## src/hdl/tcf_pkg.sv

```systemverilog
`timescale 1ns / 1ps
// Shared types and constants for the tilt complementary filter.
// Used by tcf_tilt and tilt_complementary_filter_core; no dependencies.
package tcf_pkg;

  // Configuration register indexes
  localparam logic REG_GYRO_GAIN    = 1'b0;
  localparam logic REG_BLEND_WEIGHT = 1'b1;

  // Angle limit in 1/256 degree (+-180 degrees)
  localparam logic signed [16:0] ANGLE_LIMIT = 17'sd46080;
  // Q16 unity weight
  localparam logic [17:0] WEIGHT_ONE = 18'd65536;

  // Arctangent table, Q16 degrees, atan(2^-i) rounded to nearest
  localparam int ATAN_ENTRIES = 24;
  localparam int ATAN_IDX_W   = 5;
  localparam int ATAN_W       = 22;

  function automatic logic [ATAN_W-1:0] atan_q16(input logic [ATAN_IDX_W-1:0] idx);
    logic [ATAN_W-1:0] v;
    case (idx)
      5'd0:    v = 22'd2949120;
      5'd1:    v = 22'd1740967;
      5'd2:    v = 22'd919879;
      5'd3:    v = 22'd466945;
      5'd4:    v = 22'd234379;
      5'd5:    v = 22'd117304;
      5'd6:    v = 22'd58666;
      5'd7:    v = 22'd29335;
      5'd8:    v = 22'd14668;
      5'd9:    v = 22'd7334;
      5'd10:   v = 22'd3667;
      5'd11:   v = 22'd1833;
      5'd12:   v = 22'd917;
      5'd13:   v = 22'd458;
      5'd14:   v = 22'd229;
      5'd15:   v = 22'd115;
      5'd16:   v = 22'd57;
      5'd17:   v = 22'd29;
      5'd18:   v = 22'd14;
      5'd19:   v = 22'd7;
      5'd20:   v = 22'd4;
      5'd21:   v = 22'd2;
      5'd22:   v = 22'd1;
      default: v = 22'd0;
    endcase
    return v;
  endfunction

  // Request to the tilt unit: start pulse, b^2 + c^2, numerator axis
  typedef struct packed {
    logic               start;
    logic [31:0]        sum;
    logic signed [15:0] num;
  } tilt_req_t;

  // Response from the tilt unit: done pulse and angle in 1/256 degree
  typedef struct packed {
    logic               done;
    logic signed [15:0] angle;
  } tilt_rsp_t;

endpackage

```

## src/hdl/tcf_tilt.sv

```systemverilog
`timescale 1ns / 1ps
// Accelerometer tilt unit: atan2(num, sqrt(sum)) by a bit-serial square root
// followed by an iterative vectoring CORDIC. Depends on tcf_pkg.
module tcf_tilt #(
  parameter int CORDIC_STEPS = 16
) (
  input  logic              clk,
  input  logic              rst,
  input  tcf_pkg::tilt_req_t req,
  output tcf_pkg::tilt_rsp_t rsp
);
  import tcf_pkg::*;

  localparam logic [1:0] T_IDLE  = 2'd0;
  localparam logic [1:0] T_SQRT  = 2'd1;
  localparam logic [1:0] T_CORD  = 2'd2;
  localparam logic [1:0] T_ROUND = 2'd3;

  localparam logic [ATAN_IDX_W-1:0] LAST_STEP = ATAN_IDX_W'(CORDIC_STEPS - 1);

  logic [1:0]            state;
  logic [47:0]           rem;
  logic [47:0]           root;
  logic [47:0]           bitm;
  logic                  num_zero;
  logic signed [26:0]    x;
  logic signed [26:0]    y;
  logic signed [23:0]    z;
  logic [ATAN_IDX_W-1:0] iter;

  logic [47:0]           trial;
  logic [47:0]           rem_next;
  logic [47:0]           root_next;
  logic signed [26:0]    xs;
  logic signed [26:0]    ys;
  logic signed [23:0]    ang;
  logic signed [24:0]    z_rnd;

  // One square root digit per cycle
  always_comb begin
    trial = root + bitm;
    if (rem >= trial) begin
      rem_next  = rem - trial;
      root_next = (root >> 1) + bitm;
    end else begin
      rem_next  = rem;
      root_next = root >> 1;
    end
  end

  // CORDIC shifted terms and rounded angle
  assign xs    = x >>> iter;
  assign ys    = y >>> iter;
  assign ang   = 24'(atan_q16(iter));
  assign z_rnd = 25'(z) + 25'sd128;

  always_ff @(posedge clk) begin
    if (rst) begin
      state    <= T_IDLE;
      rsp.done <= 1'b0;
    end else begin
      // done pulses for one cycle as the angle is written
      rsp.done <= (state == T_ROUND);
      unique case (state)
        T_IDLE: begin
          if (req.start) begin
            rem      <= {req.sum, 16'h0000};
            root     <= 48'h0;
            bitm     <= 48'h4000_0000_0000;
            num_zero <= (req.num == 16'sd0);
            y        <= {{3{req.num[15]}}, req.num, 8'h00};
            state    <= T_SQRT;
          end
        end
        T_SQRT: begin
          rem  <= rem_next;
          root <= root_next;
          bitm <= bitm >> 2;
          if (bitm[0]) begin
            x     <= {3'b000, root_next[23:0]};
            z     <= 24'sd0;
            iter  <= '0;
            state <= T_CORD;
          end
        end
        T_CORD: begin
          // rotate toward the x axis
          if (!y[26]) begin
            x <= x + ys;
            y <= y - xs;
            z <= z + ang;
          end else begin
            x <= x - ys;
            y <= y + xs;
            z <= z - ang;
          end
          if (iter == LAST_STEP) begin
            state <= T_ROUND;
          end else begin
            iter <= iter + 1'b1;
          end
        end
        T_ROUND: begin
          rsp.angle <= num_zero ? 16'sd0 : z_rnd[23:8];
          state     <= T_IDLE;
        end
        default: state <= T_IDLE;
      endcase
    end
  end

endmodule

```

## src/hdl/tilt_complementary_filter_core.sv

```systemverilog
`timescale 1ns / 1ps
// Pitch/roll complementary filter: sequencer, shared 18x18 multiplier, state.
// Depends on tcf_pkg and tcf_tilt.
//
//  channel   signals                                        direction
//  cfg       cfg_we, cfg_index, cfg_data                    in
//  in        in_valid/in_ready, accel_x/y/z, gyro_x/y       in
//  out       out_valid/out_ready, pitch_out, roll_out       out
//
// Each item runs through the tilt unit twice, once for pitch and once for roll:
// 24 square root digits plus CORDIC_STEPS rotations each time. in_ready is high
// only when the sequencer is idle, which it becomes as the result is written.
// The result sits in an output register, so a new item is taken while it waits;
// the next item stalls at its end if still untaken.
// Reset is synchronous: angles clear to zero, registers to their defaults.
module tilt_complementary_filter_core #(
  parameter int CORDIC_STEPS = 16
) (
  input  logic               clk,
  input  logic               rst,
  input  logic               cfg_we,
  input  logic               cfg_index,
  input  logic [16:0]        cfg_data,
  input  logic               in_valid,
  output logic               in_ready,
  input  logic signed [15:0] accel_x,
  input  logic signed [15:0] accel_y,
  input  logic signed [15:0] accel_z,
  input  logic signed [15:0] gyro_x,
  input  logic signed [15:0] gyro_y,
  output logic               out_valid,
  input  logic               out_ready,
  output logic signed [16:0] pitch_out,
  output logic signed [16:0] roll_out
);
  import tcf_pkg::*;

  localparam logic [3:0] ST_IDLE    = 4'd0;
  localparam logic [3:0] ST_SQX     = 4'd1;
  localparam logic [3:0] ST_SQZ     = 4'd2;
  localparam logic [3:0] ST_SQY     = 4'd3;
  localparam logic [3:0] ST_TP_GO   = 4'd4;
  localparam logic [3:0] ST_TP_WAIT = 4'd5;
  localparam logic [3:0] ST_TR_GO   = 4'd6;
  localparam logic [3:0] ST_TR_WAIT = 4'd7;
  localparam logic [3:0] ST_GP      = 4'd8;
  localparam logic [3:0] ST_GR      = 4'd9;
  localparam logic [3:0] ST_BP1     = 4'd10;
  localparam logic [3:0] ST_BP2     = 4'd11;
  localparam logic [3:0] ST_BR1     = 4'd12;
  localparam logic [3:0] ST_BR2     = 4'd13;
  localparam logic [3:0] ST_DONE    = 4'd14;
  localparam logic [3:0] ST_OUT     = 4'd15;

  logic [3:0]         state;
  logic [15:0]        gyro_gain;
  logic [16:0]        blend_weight;
  logic signed [16:0] pitch_state;
  logic signed [16:0] roll_state;

  logic signed [15:0] ax, ay, az, gx, gy;
  logic [30:0]        sq_x, sq_y, sq_z;
  logic signed [15:0] tilt_p, tilt_r;
  logic signed [17:0] pred_p, pred_r;
  logic signed [35:0] prod;
  logic signed [35:0] acc;
  logic signed [16:0] new_p, new_r;

  logic signed [17:0] mul_a, mul_b;
  logic signed [17:0] w_sat, w_acc;
  logic signed [35:0] gyro_rnd;
  logic signed [17:0] gyro_step;
  logic signed [36:0] blend_sum;
  logic signed [16:0] blend_ang;

  tilt_req_t tilt_req;
  tilt_rsp_t tilt_rsp;

  // Saturate to +-ANGLE_LIMIT
  function automatic logic signed [16:0] clamp_angle(input logic signed [20:0] v);
    logic signed [20:0] lim;
    lim = 21'(ANGLE_LIMIT);
    if (v > lim) begin
      return ANGLE_LIMIT;
    end else if (v < -lim) begin
      return -ANGLE_LIMIT;
    end
    return v[16:0];
  endfunction

  // Weights: gyro weight capped at one, accelerometer gets the remainder
  always_comb begin
    if (blend_weight[16] && (blend_weight[15:0] != 16'h0)) begin
      w_sat = WEIGHT_ONE;
    end else begin
      w_sat = {1'b0, blend_weight};
    end
    w_acc = WEIGHT_ONE - w_sat;
  end

  // Shared multiplier operand select
  always_comb begin
    mul_a = 18'sd0;
    mul_b = 18'sd0;
    case (state)
      ST_SQX: begin
        mul_a = 18'(ax);
        mul_b = 18'(ax);
      end
      ST_SQZ: begin
        mul_a = 18'(az);
        mul_b = 18'(az);
      end
      ST_SQY: begin
        mul_a = 18'(ay);
        mul_b = 18'(ay);
      end
      ST_GP: begin
        mul_a = 18'(gx);
        mul_b = {2'b00, gyro_gain};
      end
      ST_GR: begin
        mul_a = 18'(gy);
        mul_b = {2'b00, gyro_gain};
      end
      ST_BP1: begin
        mul_a = w_sat;
        mul_b = pred_p;
      end
      ST_BP2: begin
        mul_a = w_acc;
        mul_b = 18'(tilt_p);
      end
      ST_BR1: begin
        mul_a = w_sat;
        mul_b = pred_r;
      end
      ST_BR2: begin
        mul_a = w_acc;
        mul_b = 18'(tilt_r);
      end
      default: begin
        mul_a = 18'sd0;
        mul_b = 18'sd0;
      end
    endcase
  end

  // Rounded gyro step and rounded blend
  assign gyro_rnd  = prod + 36'sd32768;
  assign gyro_step = gyro_rnd[33:16];
  assign blend_sum = 37'(acc) + 37'(prod) + 37'sd32768;
  assign blend_ang = clamp_angle(blend_sum[36:16]);

  // Tilt unit request
  always_comb begin
    tilt_req.start = (state == ST_TP_GO) || (state == ST_TR_GO);
    if (state == ST_TP_GO) begin
      tilt_req.sum = {1'b0, sq_x} + {1'b0, sq_z};
      tilt_req.num = ay;
    end else begin
      tilt_req.sum = {1'b0, sq_y} + {1'b0, sq_z};
      tilt_req.num = ax;
    end
  end

  tcf_tilt #(
    .CORDIC_STEPS(CORDIC_STEPS)
  ) u_tilt (
    .clk(clk),
    .rst(rst),
    .req(tilt_req),
    .rsp(tilt_rsp)
  );

  assign in_ready = (state == ST_IDLE);

  // Configuration registers
  always_ff @(posedge clk) begin
    if (rst) begin
      gyro_gain    <= 16'd1281;
      blend_weight <= 17'd64225;
    end else if (cfg_we) begin
      unique case (cfg_index)
        REG_GYRO_GAIN:    gyro_gain    <= cfg_data[15:0];
        REG_BLEND_WEIGHT: blend_weight <= cfg_data;
        default:          ;
      endcase
    end
  end

  // Multiplier product register
  always_ff @(posedge clk) begin
    prod <= mul_a * mul_b;
  end

  // Sequencer
  always_ff @(posedge clk) begin
    if (rst) begin
      state       <= ST_IDLE;
      pitch_state <= 17'sd0;
      roll_state  <= 17'sd0;
      out_valid   <= 1'b0;
    end else begin
      // ST_OUT refills the output register itself
      if (out_valid && out_ready && (state != ST_OUT)) begin
        out_valid <= 1'b0;
      end
      unique case (state)
        ST_IDLE: begin
          if (in_valid) begin
            ax    <= accel_x;
            ay    <= accel_y;
            az    <= accel_z;
            gx    <= gyro_x;
            gy    <= gyro_y;
            state <= ST_SQX;
          end
        end
        ST_SQX: state <= ST_SQZ;
        ST_SQZ: begin
          sq_x  <= prod[30:0];
          state <= ST_SQY;
        end
        ST_SQY: begin
          sq_z  <= prod[30:0];
          state <= ST_TP_GO;
        end
        ST_TP_GO: begin
          sq_y  <= prod[30:0];
          state <= ST_TP_WAIT;
        end
        ST_TP_WAIT: begin
          if (tilt_rsp.done) begin
            tilt_p <= tilt_rsp.angle;
            state  <= ST_TR_GO;
          end
        end
        ST_TR_GO: state <= ST_TR_WAIT;
        ST_TR_WAIT: begin
          if (tilt_rsp.done) begin
            tilt_r <= tilt_rsp.angle;
            state  <= ST_GP;
          end
        end
        ST_GP: state <= ST_GR;
        ST_GR: begin
          pred_p <= 18'(pitch_state) + gyro_step;
          state  <= ST_BP1;
        end
        ST_BP1: begin
          pred_r <= 18'(roll_state) + gyro_step;
          state  <= ST_BP2;
        end
        ST_BP2: begin
          acc   <= prod;
          state <= ST_BR1;
        end
        ST_BR1: begin
          new_p <= blend_ang;
          state <= ST_BR2;
        end
        ST_BR2: begin
          acc   <= prod;
          state <= ST_DONE;
        end
        ST_DONE: begin
          new_r <= blend_ang;
          state <= ST_OUT;
        end
        ST_OUT: begin
          // hold until the previous result is taken
          if (!out_valid || out_ready) begin
            pitch_state <= new_p;
            roll_state  <= new_r;
            pitch_out   <= new_p;
            roll_out    <= new_r;
            out_valid   <= 1'b1;
            state       <= ST_IDLE;
          end
        end
        default: state <= ST_IDLE;
      endcase
    end
  end

endmodule
```

## config.mk

```make
export PLATFORM = sky130hd
export DESIGN_NAME = tilt_complementary_filter_core
export DESIGN_NICKNAME = d
export VERILOG_FILES = /design/src/hdl/tcf_pkg.sv /design/src/hdl/tcf_tilt.sv /design/src/hdl/tilt_complementary_filter_core.sv
export SDC_FILE = /design/constraint.sdc
export NUM_CORES = 2
export LEC_CHECK = 0
export BUFFER_PORTS_ARGS = -buffer_cell sky130_fd_sc_hd__buf_2
export CAP_MARGIN = 20
export CELL_PAD_IN_SITES_DETAIL_PLACEMENT = 1
export CELL_PAD_IN_SITES_GLOBAL_PLACEMENT = 1
export CORE_MARGIN = 2
export CORE_UTILIZATION = 51
export DETAILED_ROUTE_END_ITERATION = 8
export PLACE_DENSITY = 0.83
export SKIP_LAST_GASP = 1
export SLEW_MARGIN = 20
export SYNTH_ARGS = -nofsm -noshare
export SYNTH_HDL_FRONTEND = slang
export SYNTH_HIERARCHICAL = 1
export SYNTH_SLANG_ARGS = --single-unit
```

## constraint.sdc

```tcl
create_clock -name clk -period 10.1 [get_ports clk]
set_input_delay 1.01 -clock clk [delete_from_list [all_inputs] [get_ports clk]]
set_output_delay 1.01 -clock clk [all_outputs]
set_load 0.01 [all_outputs]
```

# After elaboration in Yosys (flattened, before gate mapping)
# Memory sizes are Yosys's and may differ from the RTL's. A register that Yosys moved wholly into a read port is not among the register bits.
# Cells that the tools add are included.
totals:
  mem_bits_rw: 0
  latchBits: 0
  in_bits: 103
  regBits: 700
  memories: 1
  wordCells: 174
  mem_bits_ro: 704
op_classes:
  n_addsub: 19
  n_mux: 42
  multipliers: 1
  n_reduce_logical: 40
  bitwise_logic: 2
  div_mod_pow: 0
  order_cmp: 3
  shift: 2
  n_eq_ne: 29
mem_list:
  columns: ["name", "depth", "width", "rd", "rd_ports_with_merged_regs", "wr", "line", "rtl"]
  rows:
  - ["(no name shown)", 32, 22, 1, 1, 0, "tcf_pkg.sv:22", "case (idx)"]
ops:
  columns: ["op", "n"]
  rows:
  - ["2-to-1 mux 48 bit", 6]
  - ["case mux 48 bit (2 select lines)", 3]
  - ["case mux 18 bit (8 select lines)", 1]
  - ["case mux 18 bit (7 select lines)", 1]
  - ["2-to-1 mux 27 bit", 4]
  - ["case mux 27 bit (2 select lines)", 2]
  - ["2-to-1 mux 17 bit", 4]
  - ["adder 31 x 31 -> 32 bit", 2]
  - ["case mux 4 bit (16 select lines)", 1]
  - ["adder 27 bit", 2]
  - [">>> shifter 27 x 5 -> 27 bit", 2]
  - ["subtractor 27 bit", 2]
  - ["adder 47 x 48 -> 48 bit", 1]
  - ["adder 48 bit", 1]
  - [">= comparator 48 bit", 1]
  - ["2-to-1 mux 24 bit", 2]
  - ["case mux 24 bit (2 select lines)", 1]
  - ["subtractor 48 bit", 1]
  - ["adder 36 x 36 -> 37 bit", 1]
  - ["adder 37 x 17 -> 37 bit (second input constant)", 1]
  - ["adder 17 x 18 -> 18 bit", 2]
  - ["multiplier 18 x 18 -> 36 bit", 1]
  - ["adder 34 x 17 -> 34 bit (second input constant)", 1]
  - ["== test 4 bit (second input constant)", 8]
  - ["other kinds (35)", 87]

# Longest topological paths before layout
depth:
  ltp_word: 6
  ltp_mapped: 39

# Modules after synthesis
# Netlist, hierarchy kept.
modules_own_cells:
  columns: ["mod", "area_each_um2", "cells_per_inst", "instances"]
  rows:
  - ["tilt_complementary_filter_core", 33259.4, 3146, 1]
  - ["tcf_tilt", 24315.8, 2711, 1]

# Worst setup path after synthesis
# OpenSTA, ideal clock, no wires.
synth_path:
  kind: "input -> register"
  from: "input port rst"
  to: "register u_tilt.rem[0] (enable)"
  t_required_ns: 9.573
  path_slack_ns: 1.123
  arrival_ns: 8.451
  cell_stages: 3
  cell_sequence: "clkbuf_1 > a21oi_1 > a21boi_0"
synth_via:
  elab_chain_cells: 2
synth_rtl:
  columns: ["element", "line", "rtl"]
  rows:
  - ["start: declaration", "tilt_complementary_filter_core.sv:20", "input logic rst,"]
  - ["inverter 1 bit (no source line)", null, null]
  - ["AND reduction 4 bit (no source line)", null, null]
  - ["end signal: assignment", "tcf_tilt.sv:67", "rem <= {req.sum, 16'h0000};"]
  - ["end signal: assignment", "tcf_tilt.sv:76", "rem <= rem_next;"]
  - ["end: declaration", "tcf_tilt.sv:22", "logic [47:0] rem;"]
# No other way between the ends.
# A chain may end at the register's enable or synchronous reset.

# Worst setup path after layout
layout_path:
  from: "register blend_weight[3]"
  to: "register prod[32]"
layout_via:
  elab_chain_cells: 6
layout_rtl:
  columns: ["element", "line", "rtl"]
  rows:
  - ["start: declaration", "tilt_complementary_filter_core.sv:57", "logic [16:0] blend_weight;"]
  - ["start signal: assignment", "tilt_complementary_filter_core.sv:186", "REG_BLEND_WEIGHT: blend_weight <= cfg_data;"]
  - ["nonzero test 16 bit", "tilt_complementary_filter_core.sv:93", "if (blend_weight[16] && (blend_weight[15:0] != 16'h0)) begin"]
  - ["logical AND 1 bit", "tilt_complementary_filter_core.sv:93", null]
  - ["2-to-1 mux 17 bit (*)", "tilt_complementary_filter_core.sv:93", null]
  - ["subtractor 17 x 18 -> 18 bit", "tilt_complementary_filter_core.sv:98", "w_acc = WEIGHT_ONE - w_sat;"]
  - ["case mux 18 bit (7 select lines) (*)", "tilt_complementary_filter_core.sv:105", "case (state)"]
  - ["multiplier 18 x 18 -> 36 bit (*)", "tilt_complementary_filter_core.sv:194", "prod <= mul_a * mul_b;"]
  - ["end signal: assignment", "tilt_complementary_filter_core.sv:194", null]
  - ["end: declaration", "tilt_complementary_filter_core.sv:65", "logic signed [35:0] prod;"]
# Mark *: on every way between the ends. The rest lies on a longest branch, timed or not.

==> results.md <==
* Leakage at 25.6 nW
* Clk Latency, worst-skew pair at 0.70 ns
* EDFF count, synth at 565
* Crit-path max FO at 9
* Worst hold slack at 0.452 ns
* Status: complete, no violations
* Setup ws final at 0.630 ns
* DR vias at 46700
* Initial Utilization at 51.3%
* Final RePlAce weighted congestion at 0.974
* DRC marker count from the first detailed-route iteration at 4036
* PortBufs at 138
* Final period utilization at 93.8%
* Met3 Wirelength at 12.1 mm
* Gr usage total at 31.9%
* DIE WIDTH at 340 um
* Yosys Warn Count at 6
* DIE AREA at 0.116 sq mm
* Die Span Y at 340 um
* RSZ-0062 raised after global routing: no
* Critical path start-end classification: reg -> reg
* P per Cell Area at 198 mW/mm^2
* Clock transition at the registers of the reported paths at 0.06 ns
* Crit-path most repeated cell: fa_1
* CP endpoint kind: flip-flop
* Instance count of the mapped netlist at 5857
* Worst slew margin at 28.2%
* Highest routed layer: met5
* Share of cells above drive strength 1 at 10.7%
* Slew of the pin with the lowest slew margin at 1.08 ns
* Clock Path Buffers at 3
* Syn nets at 6714
* Worst EP required at 10.72 ns
* Final TNS setup at 0 ns
* Metal-1 WL at 71.6 mm
* WL per Instance at 24.7 um
* Vias in the first global route at 50000
* CTS tree: yes
* Cts hold-fix bufs at 0
* Antenna violations before repair at 9
* Netlist cell types at 105
* Number of buffers created by CTS at 81
* # H-tree levels at 3
* Final number of setup-violating endpoints at 0
* Syn_area_per_cell at 9.83 sq um
* Worst path slowest cell: fa_1
* Largest net degree at the start of global routing at 68
* Prevailing post-synth register cell: edfxtp_1
* Clock skew at 0.0391 ns
* First-pass GRT wire length at 290 mm
* Final Hold Fails at 0
* CTS Root Buffer Type: clkbuf_16
* Total iterations of the first detailed-routing run at 8
* Maximum VDD drop at 0.348 mV
* Area Overhead vs Synth at 9.32%
* Synth Register Bits at 698
* Final #Nets at 6808
* Cell Area, Synth at 0.0576 sq mm
* DP Worst Slack at 0.563 ns
* DP HPWL at 141 mm
* Fin. max-slew vios at 0
* CTS sink cnt at 698
* Crit-path max cell delay at 0.54 ns
* GRT overflow at 0
* Worst setup SP type: flip-flop
* Total of max-cap violations at 0
* Fmax at 106 MHz
* Metal2 WL at 90.7 mm
* Antenna viol nets, final at 0
* Layout Utilization at 56.1%
* Hold Crit Class: reg -> reg
* Routed WL at 186 mm
* Final min period at 9.47 ns
* Row Count at 123
* I/O Pins at 139
* Core ar. at 0.112 sq mm
* CP arrival at 10.09 ns
* Post-synthesis async set-or-reset flop share at 0%
* Vias per cell at 6.21
* Seq/Total Area, Yosys at 34.1%
* DRC at 0
state kept, by name, summed over array words and instances (netlist names), 27 cells and up:
signal and count:
u_tilt/y 27, u_tilt/rem 48, prod 36, acc 36
sq_z 31, u_tilt/x 27, sq_x 31, u_tilt/root 48
sq_y 31
worst paths after layout:
kind                        to  cells past startpoint             from  slack, ns
setup / recovery      prod[32]                     37  blend_weight[3]       0.63
hold / removal    roll_out[11]                      0        new_r[11]       0.45
setup reg to reg      prod[32]                     37  blend_weight[3]       0.63
hold reg to reg   roll_out[11]                      0        new_r[11]       0.45
synth_stat cells (19+ instances only):
library cell / instances / area [sq um]
mux2_2: 116 / 1310
nor3_1: 97 / 485
nor2_1: 498 / 1870
mux2i_1: 66 / 661
a31oi_1: 71 / 444
edfxtp_1: 565 / 17000
dfxtp_1: 133 / 2660
fa_1: 336 / 6730
or3_1: 42 / 263
o21bai_1: 39 / 293
o21ai_0: 211 / 1060
nand4_1: 55 / 344
a211oi_1: 50 / 375
or2_2: 20 / 125
xnor2_1: 253 / 2220
o31ai_1: 23 / 173
nor4_1: 22 / 138
xor2_1: 128 / 1120
clkbuf_1: 168 / 631
nor2b_1: 72 / 450
and3_1: 58 / 363
a21o_1: 102 / 766
buf_2: 28 / 140
buf_1: 22 / 82.6
nand2b_1: 59 / 369
a21oi_1: 370 / 1850
nand2_1: 624 / 2340
o211ai_1: 28 / 210
inv_1: 500 / 1880
a22oi_1: 45 / 338
and2_1: 73 / 457
nand3b_1: 20 / 150
ha_1: 418 / 5230
a31o_2: 19 / 166
nand3_1: 106 / 531
o21a_1: 56 / 420
mux4_2: 52 / 1170
layer usage:
| metal | track usage [%] | up-vias |
|---|---|---|
| met1 | 38.9 | 23500 |
| met2 | 54.0 | 1614 |
| li1 | - | 21000 |
| met3 | 5.32 | 519 |
| met4 | 17.5 | 8 |
| met5 | 0 | - |
cell type report:
class / instances / area, sq um
fill: 12400 / 49300
sequential: 698 / 19600
clock inverter: 47 / 599
clock buffer: 104 / 2180
antenna: 5 / 12.5
tap: 1500 / 1880
multi-input combinational: 4432 / 35300
inverter: 505 / 1900
timing repair buffer: 233 / 1410
power breakdown:
| group | internal [mW] | switching [mW] |
|---|---|---|
| registers | 3.46 | 0.262 |
| clock network | 1.79 | 1.33 |
| logic | 2.21 | 3.42 |
through the flow:
step | cell area [sq um] | instances | total power [mW]
after global placement | 60100 | 7365 | 8.92
final | 62900 | 7524 | 12.5
after CTS | 62900 | 7516 | 12.5
after detailed placement | 60100 | 7365 | 9.28
after global routing | 62900 | 7524 | 13.2
after floorplan | 57600 | 5857 | 7.66
critical path: cells and delay by family, from the launching register on:
kind	cells	cell delay (ns)
AO/OA/AOI/OAI	14	2.78
adder cells (fa/ha/maj)	8	3.71
buffers and inverters	6	0.42
flip-flops	1	0.37
AND/OR/NAND/NOR	9	2.08
layout by cell type, fill, tap and decap left out, types with 52 or more instances in the layout:
| master | instances |
|---|---|
| a31oi_1 | 71 |
| o21a_1 | 56 |
| o21ai_0 | 211 |
| and2_1 | 73 |
| inv_1 | 499 |
| ha_1 | 416 |
| nand4_1 | 55 |
| mux4_2 | 52 |
| nand2_1 | 624 |
| dfxtp_1 | 133 |
| a21oi_1 | 368 |
| buf_4 | 96 |
| mux2_2 | 116 |
| a21o_1 | 102 |
| nand2b_1 | 59 |
| clkbuf_16 | 82 |
| xor2_1 | 128 |
| mux2i_1 | 66 |
| buf_2 | 137 |
| nor2_1 | 493 |
| nor2b_1 | 72 |
| xnor2_1 | 253 |
| nand3_1 | 106 |
| fa_1 | 336 |
| edfxtp_1 | 565 |
| nor3_1 | 86 |
| and3_1 | 58 |
what timing repair did:
action                                  4_1_cts  5_1_grt
resized for setup                             0        1
setup buffers                                 0        3
endpoints found under the setup margin        0        5
cell families (layout without fill, tap and decap cells):
kind of cell    Yosys count  in the layout  share of synthesized area (%)
mux                     240            240                           5.57
flops                   698            698                           34.1
compound gates         1249           1249                           14.3
fa+ha+maj               754            754                           20.8
xor+xnor                381            381                           5.80
buf+inv                 727            889                           4.85
simple gates           1808           1808                           14.6
other cells               0              5                              0
Note: power is estimated with default switching activity, not from simulation.
